`config.mk`:
```
export PLATFORM = sky130hd
export DESIGN_NAME = sorted_unique_key_table
export DESIGN_NICKNAME = d
export VERILOG_FILES = /design/src/rtl/sukt_pkg.sv /design/src/rtl/sorted_unique_key_table.sv /design/src/rtl/sukt_dp.sv /design/src/rtl/sukt_ctrl.sv
export SDC_FILE = /design/constraint.sdc
export NUM_CORES = 2
export LEC_CHECK = 0
export ABC_CLOCK_PERIOD_IN_PS = 16300
export BUFFER_PORTS_ARGS = -buffer_cell sky130_fd_sc_hd__buf_2
export CELL_PAD_IN_SITES_DETAIL_PLACEMENT = 0
export CELL_PAD_IN_SITES_GLOBAL_PLACEMENT = 1
export CORE_MARGIN = 3
export CORE_UTILIZATION = 51
export DETAILED_ROUTE_END_ITERATION = 12
export GPL_TIMING_DRIVEN = 0
export HOLD_SLACK_MARGIN = 0.06
export PLACE_DENSITY_LB_ADDON = 0.1
export SLEW_MARGIN = 10
export SYNTH_ARGS = -nofsm -noshare
export SYNTH_HDL_FRONTEND = slang
export SYNTH_SLANG_ARGS = --single-unit
export TNS_END_PERCENT = 100
```
`constraint.sdc`:
```
create_clock -name clock -period 16.3 [get_ports clock]
set_clock_uncertainty 0.05 [all_clocks]
set_input_delay 3.26 -clock clock [delete_from_list [all_inputs] [get_ports clock]]
set_output_delay 3.26 -clock clock [all_outputs]
set_load 0.03 [all_outputs]
```
`src/rtl/sukt_pkg.sv`:
```
// ----------------------------------------------------------------------------
// sukt_pkg: shared types and constants of the sorted unique-key table
// Holds the operation and status codes, the item widths and the command and
// status groups that pass between the controller and the datapath.
// ----------------------------------------------------------------------------
`default_nettype none

package sukt_pkg;

   // Widths of the item fields.
   localparam int GROUP_W    = 8;
   localparam int KEY_W      = 64;
   localparam int REQ_DATA_W = 72;
   localparam int RSP_DATA_W = 72;
   localparam int OP_W       = 2;
   localparam int STATUS_W   = 3;

   // Operation requested by an input item.
   typedef enum logic [OP_W-1:0] {
      OP_INSERT = 2'd0,
      OP_LIST   = 2'd1,
      OP_CLEAR  = 2'd2
   } op_type;

   // Status carried by a result item.
   typedef enum logic [STATUS_W-1:0] {
      ST_INSERTED  = 3'd0,
      ST_DUPLICATE = 3'd1,
      ST_FULL      = 3'd2,
      ST_LISTED    = 3'd3,
      ST_EMPTY     = 3'd4,
      ST_CLEARED   = 3'd5
   } status_type;

   // Source of the payload of a result item.
   typedef enum logic {
      EMIT_CODE = 1'b0,
      EMIT_PEND = 1'b1
   } emit_sel_type;

   // Commands from the controller to the datapath.
   typedef struct packed {
      logic         accept;
      logic         rd_issue;
      logic         scan_eval;
      logic         shift_init;
      logic         shift_rd;
      logic         shift_wr;
      logic         write_new;
      logic         clear;
      logic         list_eval;
      logic         emit;
      emit_sel_type emit_sel;
      status_type   emit_status;
      logic         emit_last;
   } cmd_type;

   // Status from the datapath to the controller.
   typedef struct packed {
      op_type op;
      logic   idx_end;
      logic   dup;
      logic   full;
      logic   at_pos;
      logic   rd_match;
      logic   pend_valid;
      logic   out_free;
   } sts_type;

endpackage

`default_nettype wire

```
`src/rtl/sorted_unique_key_table.sv`:
```
// ----------------------------------------------------------------------------
// sorted_unique_key_table: table of (group, name) entries kept in sorted order
// An item on the req_ channel asks to insert an entry, list one group or clear
// the table; the block answers on the rsp_ channel. Insert and clear give one
// result item; a list gives one item per entry of the group, tlast on the
// final one, or a single group-empty item. An insert whose name is already
// present in any group is refused, as is one into a full table.
// One item is handled at a time: req_tready is high only while idle.
// An unused opcode gives no result item. The final result item turns valid
// on the same edge at which the block returns to idle.
// The entry memory has a single read port: each stored entry is read once
// per scan and once more per shift step.
// Reset empties the table at once; no clearing pass is needed. When the
// receiver holds rsp_tready low, the finished item waits in the output
// register and the block stalls at its next result item only.
// ----------------------------------------------------------------------------
`default_nettype none

module sorted_unique_key_table #(
   parameter int CAPACITY   = 16,
   parameter int NAME_BYTES = 8
) (
   input  wire logic                            clock,
   input  wire logic                            reset,
   input  wire logic                            req_tvalid,
   output logic                                 req_tready,
   // Fields from bit 0: name_key (64), group_id (8).
   input  wire logic [sukt_pkg::REQ_DATA_W-1:0] req_tdata,
   // Fields from bit 0: opcode (2).
   input  wire logic [sukt_pkg::OP_W-1:0]       req_tuser,
   output logic                                 rsp_tvalid,
   input  wire logic                            rsp_tready,
   // Fields from bit 0: out_name (64), out_group (8).
   output logic [sukt_pkg::RSP_DATA_W-1:0]      rsp_tdata,
   // Fields from bit 0: status (3).
   output logic [sukt_pkg::STATUS_W-1:0]        rsp_tuser,
   output logic                                 rsp_tlast
);

   sukt_pkg::cmd_type cmd;
   sukt_pkg::sts_type sts;

   // Sequencing of every request.
   sukt_ctrl u_ctrl (
      .clock      (clock),
      .reset      (reset),
      .req_tvalid (req_tvalid),
      .req_tready (req_tready),
      .cmd        (cmd),
      .sts        (sts)
   );

   // Entry memory, counters and output register.
   sukt_dp #(
      .CAPACITY   (CAPACITY),
      .NAME_BYTES (NAME_BYTES)
   ) u_dp (
      .clock      (clock),
      .reset      (reset),
      .cmd        (cmd),
      .sts        (sts),
      .req_tdata  (req_tdata),
      .req_tuser  (req_tuser),
      .rsp_tvalid (rsp_tvalid),
      .rsp_tready (rsp_tready),
      .rsp_tdata  (rsp_tdata),
      .rsp_tuser  (rsp_tuser),
      .rsp_tlast  (rsp_tlast)
   );

endmodule

`default_nettype wire

```
`src/rtl/sukt_dp.sv`:
```
// ----------------------------------------------------------------------------
// sukt_dp: datapath of the sorted unique-key table
// Holds the entry memory, the entry count, the scan index, the insert
// position, the pending listed entry and the result output register.
// ----------------------------------------------------------------------------
`default_nettype none

module sukt_dp #(
   parameter int CAPACITY   = 16,
   parameter int NAME_BYTES = 8
) (
   input  wire logic                             clock,
   input  wire logic                             reset,
   input  wire sukt_pkg::cmd_type                cmd,
   output sukt_pkg::sts_type                     sts,
   input  wire logic [sukt_pkg::REQ_DATA_W-1:0]  req_tdata,
   input  wire logic [sukt_pkg::OP_W-1:0]        req_tuser,
   output logic                                  rsp_tvalid,
   input  wire logic                             rsp_tready,
   output logic [sukt_pkg::RSP_DATA_W-1:0]       rsp_tdata,
   output logic [sukt_pkg::STATUS_W-1:0]         rsp_tuser,
   output logic                                  rsp_tlast
);

   localparam int NAME_W  = 8 * NAME_BYTES;
   localparam int ENTRY_W = sukt_pkg::GROUP_W + NAME_W;
   localparam int CNT_W   = $clog2(CAPACITY + 1);
   localparam int IDX_W   = (CAPACITY > 1) ? $clog2(CAPACITY) : 1;

   // Entry memory, each entry {group, name} so that one compare orders it.
   logic [ENTRY_W-1:0] mem [CAPACITY];

   logic [ENTRY_W-1:0]               rd_data_ff;
   logic [sukt_pkg::OP_W-1:0]        op_ff;
   logic [NAME_W-1:0]                key_ff;
   logic [sukt_pkg::GROUP_W-1:0]     grp_ff;
   logic [CNT_W-1:0]                 count_ff;
   logic [CNT_W-1:0]                 count_in;
   logic [CNT_W-1:0]                 idx_ff;
   logic [CNT_W-1:0]                 idx_in;
   logic [CNT_W-1:0]                 idx_dec;
   logic [CNT_W-1:0]                 pos_ff;
   logic                             dup_ff;
   logic                             pend_valid_ff;
   logic [NAME_W-1:0]                pend_name_ff;
   logic [sukt_pkg::GROUP_W-1:0]     pend_grp_ff;
   logic                             rsp_tvalid_ff;
   logic [sukt_pkg::RSP_DATA_W-1:0]  rsp_tdata_ff;
   logic [sukt_pkg::RSP_DATA_W-1:0]  rsp_tdata_in;
   logic [sukt_pkg::STATUS_W-1:0]    rsp_tuser_ff;
   logic                             rsp_tlast_ff;
   logic                             out_free;

   logic [sukt_pkg::GROUP_W-1:0]     rd_grp;
   logic [NAME_W-1:0]                rd_name;
   logic                             sorts_before;
   logic [IDX_W-1:0]                 rd_addr;
   logic [IDX_W-1:0]                 wr_addr;
   logic [ENTRY_W-1:0]               wr_data;
   logic                             wr_en;

   assign rd_grp       = rd_data_ff[ENTRY_W-1 -: sukt_pkg::GROUP_W];
   assign rd_name      = rd_data_ff[NAME_W-1:0];
   assign sorts_before = rd_data_ff < {grp_ff, key_ff};
   assign idx_dec      = idx_ff - 1'b1;
   assign out_free     = !rsp_tvalid_ff || rsp_tready;

   // Memory ports: one read with registered data, one write.
   assign rd_addr = cmd.shift_rd ? idx_dec[IDX_W-1:0] : idx_ff[IDX_W-1:0];
   assign wr_en   = cmd.write_new || cmd.shift_wr;
   assign wr_addr = cmd.write_new ? pos_ff[IDX_W-1:0] : idx_ff[IDX_W-1:0];
   assign wr_data = cmd.write_new ? {grp_ff, key_ff} : rd_data_ff;

   always_ff @(posedge clock) begin
      if (wr_en) begin
         mem[wr_addr] <= wr_data;
      end
      if (cmd.rd_issue || cmd.shift_rd) begin
         rd_data_ff <= mem[rd_addr];
      end
   end

   // Next entry count.
   always_comb begin
      count_in = count_ff;
      if (cmd.clear) begin
         count_in = '0;
      end else if (cmd.write_new) begin
         count_in = count_ff + 1'b1;
      end
   end

   // Next scan index.
   always_comb begin
      idx_in = idx_ff;
      if (cmd.accept) begin
         idx_in = '0;
      end else if (cmd.shift_init) begin
         idx_in = count_ff;
      end else if (cmd.shift_wr) begin
         idx_in = idx_dec;
      end else if (cmd.scan_eval || cmd.list_eval) begin
         idx_in = idx_ff + 1'b1;
      end
   end

   // Payload of the next result item.
   always_comb begin
      rsp_tdata_in = '0;
      if (cmd.emit_sel == sukt_pkg::EMIT_PEND) begin
         rsp_tdata_in = {pend_grp_ff, sukt_pkg::KEY_W'(pend_name_ff)};
      end
   end

   // Control state: count, scan state and output valid.
   always_ff @(posedge clock) begin
      if (reset) begin
         count_ff      <= '0;
         idx_ff        <= '0;
         pos_ff        <= '0;
         dup_ff        <= 1'b0;
         pend_valid_ff <= 1'b0;
         rsp_tvalid_ff <= 1'b0;
      end else begin
         count_ff <= count_in;
         idx_ff   <= idx_in;
         if (cmd.accept) begin
            pos_ff        <= '0;
            dup_ff        <= 1'b0;
            pend_valid_ff <= 1'b0;
         end else if (cmd.scan_eval) begin
            if (rd_name == key_ff) begin
               dup_ff <= 1'b1;
            end
            if (sorts_before) begin
               pos_ff <= pos_ff + 1'b1;
            end
         end else if (cmd.list_eval && (rd_grp == grp_ff)) begin
            pend_valid_ff <= 1'b1;
         end
         if (cmd.emit) begin
            rsp_tvalid_ff <= 1'b1;
         end else if (rsp_tready) begin
            rsp_tvalid_ff <= 1'b0;
         end
      end
   end

   // Payload registers: request fields, pending entry and result item.
   always_ff @(posedge clock) begin
      if (cmd.accept) begin
         op_ff  <= req_tuser;
         key_ff <= req_tdata[NAME_W-1:0];
         grp_ff <= req_tdata[sukt_pkg::KEY_W +: sukt_pkg::GROUP_W];
      end
      if (cmd.list_eval && (rd_grp == grp_ff)) begin
         pend_name_ff <= rd_name;
         pend_grp_ff  <= rd_grp;
      end
      if (cmd.emit) begin
         rsp_tdata_ff <= rsp_tdata_in;
         rsp_tuser_ff <= cmd.emit_status;
         rsp_tlast_ff <= cmd.emit_last;
      end
   end

   // Status toward the controller.
   always_comb begin
      sts.op         = sukt_pkg::op_type'(op_ff);
      sts.idx_end    = idx_ff == count_ff;
      sts.dup        = dup_ff;
      sts.full       = count_ff == CNT_W'(CAPACITY);
      sts.at_pos     = idx_ff == pos_ff;
      sts.rd_match   = rd_grp == grp_ff;
      sts.pend_valid = pend_valid_ff;
      sts.out_free   = out_free;
   end

   assign rsp_tvalid = rsp_tvalid_ff;
   assign rsp_tdata  = rsp_tdata_ff;
   assign rsp_tuser  = rsp_tuser_ff;
   assign rsp_tlast  = rsp_tlast_ff;

endmodule

`default_nettype wire

```
`src/rtl/sukt_ctrl.sv`:
```
// ----------------------------------------------------------------------------
// sukt_ctrl: controller of the sorted unique-key table
// Sequences the duplicate scan, the shift and write of an insert, the walk of
// a list request and the result items through the datapath.
// ----------------------------------------------------------------------------
`default_nettype none

module sukt_ctrl (
   input  wire logic              clock,
   input  wire logic              reset,
   input  wire logic              req_tvalid,
   output logic                   req_tready,
   output sukt_pkg::cmd_type      cmd,
   input  wire sukt_pkg::sts_type sts
);

   typedef enum logic [3:0] {
      S_IDLE,
      S_DISPATCH,
      S_SCAN_RD,
      S_SCAN_EVAL,
      S_DECIDE,
      S_SHIFT_CHK,
      S_SHIFT_WR,
      S_LIST_RD,
      S_LIST_EVAL,
      S_LIST_END,
      S_RESPOND
   } state_type;

   state_type            state_ff;
   state_type            state_in;
   sukt_pkg::status_type code_ff;
   sukt_pkg::status_type code_in;

   assign req_tready = state_ff == S_IDLE;

   // Next state, result code and datapath commands.
   always_comb begin
      state_in        = state_ff;
      code_in         = code_ff;
      cmd             = '0;
      cmd.emit_sel    = sukt_pkg::EMIT_CODE;
      cmd.emit_status = code_ff;
      cmd.emit_last   = 1'b1;
      case (state_ff)
         S_IDLE: begin
            if (req_tvalid) begin
               cmd.accept = 1'b1;
               state_in   = S_DISPATCH;
            end
         end
         S_DISPATCH: begin
            case (sts.op)
               sukt_pkg::OP_INSERT: state_in = S_SCAN_RD;
               sukt_pkg::OP_LIST:   state_in = S_LIST_RD;
               sukt_pkg::OP_CLEAR: begin
                  cmd.clear = 1'b1;
                  code_in   = sukt_pkg::ST_CLEARED;
                  state_in  = S_RESPOND;
               end
               default: state_in = S_IDLE;
            endcase
         end
         // Walk the table for a duplicate name and the insert position.
         S_SCAN_RD: begin
            if (sts.idx_end) begin
               state_in = S_DECIDE;
            end else begin
               cmd.rd_issue = 1'b1;
               state_in     = S_SCAN_EVAL;
            end
         end
         S_SCAN_EVAL: begin
            cmd.scan_eval = 1'b1;
            state_in      = S_SCAN_RD;
         end
         // A duplicate wins over a full table.
         S_DECIDE: begin
            if (sts.dup) begin
               code_in  = sukt_pkg::ST_DUPLICATE;
               state_in = S_RESPOND;
            end else if (sts.full) begin
               code_in  = sukt_pkg::ST_FULL;
               state_in = S_RESPOND;
            end else begin
               cmd.shift_init = 1'b1;
               state_in       = S_SHIFT_CHK;
            end
         end
         // Move entries up one place from the top down to the insert position.
         S_SHIFT_CHK: begin
            if (sts.at_pos) begin
               cmd.write_new = 1'b1;
               code_in       = sukt_pkg::ST_INSERTED;
               state_in      = S_RESPOND;
            end else begin
               cmd.shift_rd = 1'b1;
               state_in     = S_SHIFT_WR;
            end
         end
         S_SHIFT_WR: begin
            cmd.shift_wr = 1'b1;
            state_in     = S_SHIFT_CHK;
         end
         // List walk: a matching entry is held back until the next match or
         // the end of the table tells whether it is the final one.
         S_LIST_RD: begin
            if (sts.idx_end) begin
               state_in = S_LIST_END;
            end else begin
               cmd.rd_issue = 1'b1;
               state_in     = S_LIST_EVAL;
            end
         end
         S_LIST_EVAL: begin
            if (sts.rd_match && sts.pend_valid) begin
               if (sts.out_free) begin
                  cmd.emit        = 1'b1;
                  cmd.emit_sel    = sukt_pkg::EMIT_PEND;
                  cmd.emit_status = sukt_pkg::ST_LISTED;
                  cmd.emit_last   = 1'b0;
                  cmd.list_eval   = 1'b1;
                  state_in        = S_LIST_RD;
               end
            end else begin
               cmd.list_eval = 1'b1;
               state_in      = S_LIST_RD;
            end
         end
         S_LIST_END: begin
            if (sts.out_free) begin
               cmd.emit = 1'b1;
               if (sts.pend_valid) begin
                  cmd.emit_sel    = sukt_pkg::EMIT_PEND;
                  cmd.emit_status = sukt_pkg::ST_LISTED;
               end else begin
                  cmd.emit_status = sukt_pkg::ST_EMPTY;
               end
               state_in = S_IDLE;
            end
         end
         S_RESPOND: begin
            if (sts.out_free) begin
               cmd.emit = 1'b1;
               state_in = S_IDLE;
            end
         end
         default: state_in = S_IDLE;
      endcase
   end

   // State and result code registers.
   always_ff @(posedge clock) begin
      if (reset) begin
         state_ff <= S_IDLE;
         code_ff  <= sukt_pkg::ST_INSERTED;
      end else begin
         state_ff <= state_in;
         code_ff  <= code_in;
      end
   end

endmodule

`default_nettype wire
```
* After elaboration in Yosys (flattened, before gate mapping)
Memories as Yosys holds them, arrays and structs flattened. A register that Yosys moved wholly into a read port is not among the register bits.
Cells that the tools add are included.
** Word-level totals
- Flip-flop bits (word level) :: 247
- Latch bits :: 0
- RAM bits :: 1152
- ROM bits :: 0
- Bits of input ports :: 78
- Output and inout port bits :: 78
- Logic and storage cells :: 119
- Memories :: 1
** Memories
- u_dp.mem :: depth 16, bits a word 72, rd ports 1, clocked after memory_dff 1, wr ports 1, RTL line sukt_dp.sv:31 : logic [ENTRY_W-1:0] mem [CAPACITY];
** Operators by class
- $add $sub $neg :: 4
- Multiply operators :: 0
- Div/mod/pow operators :: 0
- Order comparisons :: 1
- Eq/ne operators :: 23
- Shift-type cells :: 0
- Mux-type cells :: 51
- Bitwise logic cells :: 1
- Reductions and logical operators :: 22
** Operators with widths (count)
- $lt A72 B72 Y1 :: 1
- $mux W72 :: 1
- $eq A64 B64 Y1 :: 1
- $pmux W4 S10 :: 1
- $mux W4 :: 9
- $mux W1 :: 24
- $mux W5 :: 4
- $mux W3 :: 6
- $eq A4 B3 Y1 const B :: 4
- $add A5 B1 Y5 const B :: 3
- $eq A4 B4 Y1 const B :: 3
- $pmux W4 S3 :: 1
- $eq A5 B5 Y1 :: 2
- $pmux W3 S3 :: 1
- $eq A4 B2 Y1 const B :: 2
- $eq A8 B8 Y1 :: 1
- $pmux W4 S2 :: 1
- $reduce_and A2 Y1 :: 4
- $reduce_or A2 Y1 :: 4
- $mux W7 :: 1
- $mux W6 :: 1
- $ne A2 B2 Y1 const B :: 3
- $ne A3 B2 Y1 const B :: 2
- $reduce_bool A3 Y1 :: 2
- 16 further kinds :: 20

* Depth between registers and ports, before layout
- Depth after elaboration :: 9
- Mapped depth :: 13

* By module
From an unflattened synthesis, not the netlist that was laid out.
** Second synthesis, totals
- Cell total of the unflattened synthesis :: 2588
- Area total of the unflattened synthesis :: 57197.4 µm²
** By module, submodules not included
- sukt_dp :: times used 1, cells each 2490, area each 56439.1 µm², sequential area each 43782.0 µm²
- sukt_ctrl :: times used 1, cells each 98, area each 758.2 µm², sequential area each 140.1 µm²

* Worst setup path before layout
No wires, ideal clock.
- Path type :: in2reg
- Start point :: input rsp_tready
- End point :: register u_dp.rsp_tdata_ff, in the netlist u_dp.rsp_tdata[0], enable pin
- Setup time :: 0.511 ns
- Data arrival time :: 6.513 ns
- Required time :: 15.739 ns
- Path slack :: 9.226 ns
- Stages :: 2
- Cells stage by stage :: nor2b_1 nor2_1
** RTL lines
- start: declaration :: RTL line sorted_unique_key_table.sv:32 : input wire logic rsp_tready,
- end signal: assignment :: RTL line sukt_dp.sv:161 : rsp_tdata_ff <= rsp_tdata_in;
- end: declaration :: RTL line sukt_dp.sv:48 : logic [sukt_pkg::RSP_DATA_W-1:0] rsp_tdata_ff;

* Final worst setup path
- Start point :: register u_ctrl.state_ff[1]
- End point :: output req_tready
** Between the ends
- Longest elaborated chain between the ends :: 1
** RTL lines
- start: declaration :: RTL line sukt_ctrl.sv:31 : state_type state_ff;
- start signal: assignment :: RTL line sukt_ctrl.sv:159 : state_ff <= state_in;
- $logic_not A4 Y1 :: RTL line sukt_ctrl.sv:36 : assign req_tready = state_ff == S_IDLE;
- end: declaration :: RTL line sorted_unique_key_table.sv:26 : output logic req_tready,
No other way between the ends.

==> metrics.md <==
| Metric | Value |
|---|---|
| Drt drc | 0 |
| Share of layout cells above drive strength 1 | 15.8% |
| Synth Instances | 4093 |
| Critical Path Source | u_ctrl.state_ff[1] |
| Syn_area_per_cell | 14.3 um^2 |
| Via count | 36537 |
| Initial antenna violation count | 9 |
| Register-to-register setup slack | 11980 ps |
| Die width | 344 um |
| First-pass GRT wire length | 235 mm |
| Post-layout util | 59.9% |
| Tmin final | 5800 ps |
| Fin nets | 4686 |
| Largest net degree at the start of global routing | 43 |
| Fin. Hold Viols | 0 |
| Area Overhead vs Synth | 16.1% |
| Yosys cell types | 63 |
| Critical Path RT | 12990 ps |
| GRT Total Usage | 27.1% |
| DR WL/cell | 26.1 um |
| Router iterations before antenna repair | 5 |
| CP Capture Type | output pin |
| Critical Path AT | 2480 ps |
| Final period util | 35.6% |
| Yosys warning total | 0 |
| Longest Clk Path Bufs | 3 |
| Crit Reg-Reg Startpoint | u_dp.idx_ff[0] |
| CTS H-Tree Depth | 4 |
| Via density | 5.93 |
| Most common flop cell mapped by yosys | edfxtp_1 |
| Max-slew headroom | 11.6% |
| Final worst slack | 10510 ps |
| Area of the core | 113000 um^2 |
| Synth Cell Area | 58400 um^2 |
| Peak VDD IR | 0.000107 V |
| Slew Viols, Final | 0 |
| Grt ovf | 0 |
| Post-synth EDFFs | 1446 |
| DIE HEIGHT | 344 um |
| CTS resizes | 0 |
| Worst R2R Path Depth | 9 |
| Yosys reg bits | 1471 |
| Initial Util | 51.6% |
| Syn nets | 4248 |
| Post-CTS Setup Bufs | 0 |
| Power per cell area | 135 nW/um^2 |
| Min-delay worst type | flip-flop to flip-flop |
| Status | finished clean |
| Final setup TNS | 0 ps |
| Root Driver | clkbuf_16 |
| Cts hold-fix bufs | 0 |
| Sink Count | 1471 |
| Ys async rst share | 0% |
| Leakage | 0.0242 uW |
| Cell Rows | 123 |
| RD Place Congestion | 0.808 |
| Max Cap Violations | 0 |
| Worst-margin pin slew | 1320 ps |
| # setup viols final | 0 |
| RSZ-0062 raised after global routing | false |
| 1st-iter DRT viols | 4367 |
| Most frequent cells in the layout | edfxtp_1 (1446), nand2_1 (770), a21oi_1 (691) |
| Vias in the first global route | 35146 |
| Num CTS Buffers | 155 |
| IO Pins | 156 |
| IO Port Bufs | 155 |
| Setup crit start kind | flip-flop |
| Reg clk slew, reported paths | 60 ps |
| CTS tree | done |
| Most common cell after layout, fill and taps aside | edfxtp_1 |
| Seq/Total Area, Yosys | 75.2% |
| Critical path peak fanout | 10 |
| DP Wirelength | 109 mm |
| WS Path Type | flip-flop to output pin |
| Fmax | 0.173 GHz |
| Crit path to | req_tready |
| Clock latency on the worst-skew pair | 760 ps |
| Total wire length | 161 mm |
| Total die area | 119000 um^2 |
| Pre-CTS setup slack | 10480 ps |
| R2R Path End | u_dp.mem[12][66] |
| Final ANT Viol Nets | 0 |
-- power breakdown --
group | switching (uW) | internal (uW) | leakage, uW
registers | 28.0 | 4330 | 0.0134
logic | 987 | 451 | 0.00844
clock network | 1430 | 1940 | 0.00236
-- cells in the mapped netlist (all sizes together), types with 11 or more instances --
| library cell | instances | area, um^2 |
|---|---|---|
| and2 | 77 | 482 |
| o21ai | 99 | 495 |
| nor2 | 47 | 179 |
| edfxtp | 1446 | 43400 |
| buf | 142 | 801 |
| dfxtp | 25 | 500 |
| nand2 | 772 | 2900 |
| a21oi | 692 | 3460 |
| nand4 | 18 | 113 |
| ha | 77 | 963 |
| nand3 | 28 | 150 |
| inv | 84 | 315 |
| nor3 | 11 | 55.1 |
| xnor2 | 12 | 150 |
| a221oi | 76 | 1120 |
| clkbuf | 112 | 422 |
| a22oi | 287 | 2150 |
-- worst min path at each step --
stage,startpoint,endpoint,slack (ps),depth (start not counted)
2_1_floorplan,u_dp.rd_data_ff[0],u_dp.pend_name_ff[0],380,0
3_3_place_gp,u_dp.rd_data_ff[0],u_dp.pend_name_ff[0],390,0
3_5_place_dp,u_dp.rd_data_ff[0],u_dp.pend_name_ff[0],390,0
4_1_cts,u_dp.rd_data_ff[0],u_dp.pend_name_ff[0],400,0
5_1_grt,u_dp.rd_data_ff[0],u_dp.pend_name_ff[0],420,0
6_report,u_dp.rd_data_ff[0],u_dp.pend_name_ff[0],400,0
-- sequential cells by signal, summed over array words and instances (netlist names), 2 cells and up --
| register | flops |
|---|---|
| u_dp.pend_grp_ff | 8 |
| u_dp.rd_data_ff | 72 |
| u_dp.pend_name_ff | 64 |
| u_dp.idx_ff | 5 |
| u_ctrl.code_ff | 3 |
| u_dp.key_ff | 64 |
| u_dp.op_ff | 2 |
| u_dp.rsp_tdata | 72 |
| u_dp.pos_ff | 5 |
| u_dp.mem | 1152 |
| u_dp.count_ff | 5 |
| u_dp.grp_ff | 8 |
| u_ctrl.state_ff | 4 |
| u_dp.rsp_tuser | 3 |
-- per-stage QoR --
step	hold WS, ps	instance area, um^2	power, uW	instances
5_1_grt	423	67800	9500	6158
3_5_place_dp	392	63000	5860	5874
3_3_place_gp	392	61000	5820	5748
2_1_floorplan	376	58400	5320	4093
4_1_cts	405	67800	9210	6158
6_report	402	67800	9160	6162
-- critical path: stages (launching register included) --
cell and delay, ps:
dfxtp_1 340, clkbuf_1 250, nor2_1 540, nand2_1 220
nor2_1 160, buf_2 220
-- layout make-up --
class	count	area (um^2)
Clock inverter	88	646
Tap cell	1500	1880
Clock buffer	196	4160
Sequential cell	1471	43900
Multi-Input combinational cell	2284	13100
Fill cell	8794	45300
Timing Repair Buffer	281	2520
Antenna cell	4	10.0
Inverter	84	315
Buffer	254	1220
-- metal layers --
| metal | vias up | global-route usage [%] | wire (um) |
|---|---|---|---|
| met3 | 225 | 4.06 | 12800 |
| met1 | 18351 | 41.7 | 72800 |
| met2 | 1571 | 40.2 | 71300 |
| met5 | - | 0 | 22 |
| met4 | 4 | 7.97 | 3890 |
| li1 | 16386 | - | - |
-- kinds of logic after synthesis --
logic type	count (synthesis)	share of synthesized area, %
compound gates	1193	12.9
fa+ha+maj	77	1.65
mux	3	0.0514
xor+xnor	20	0.377
buf+inv	338	2.63
simple gates	991	7.11
flops	1471	75.2
(Power assumes the default switching activity.)
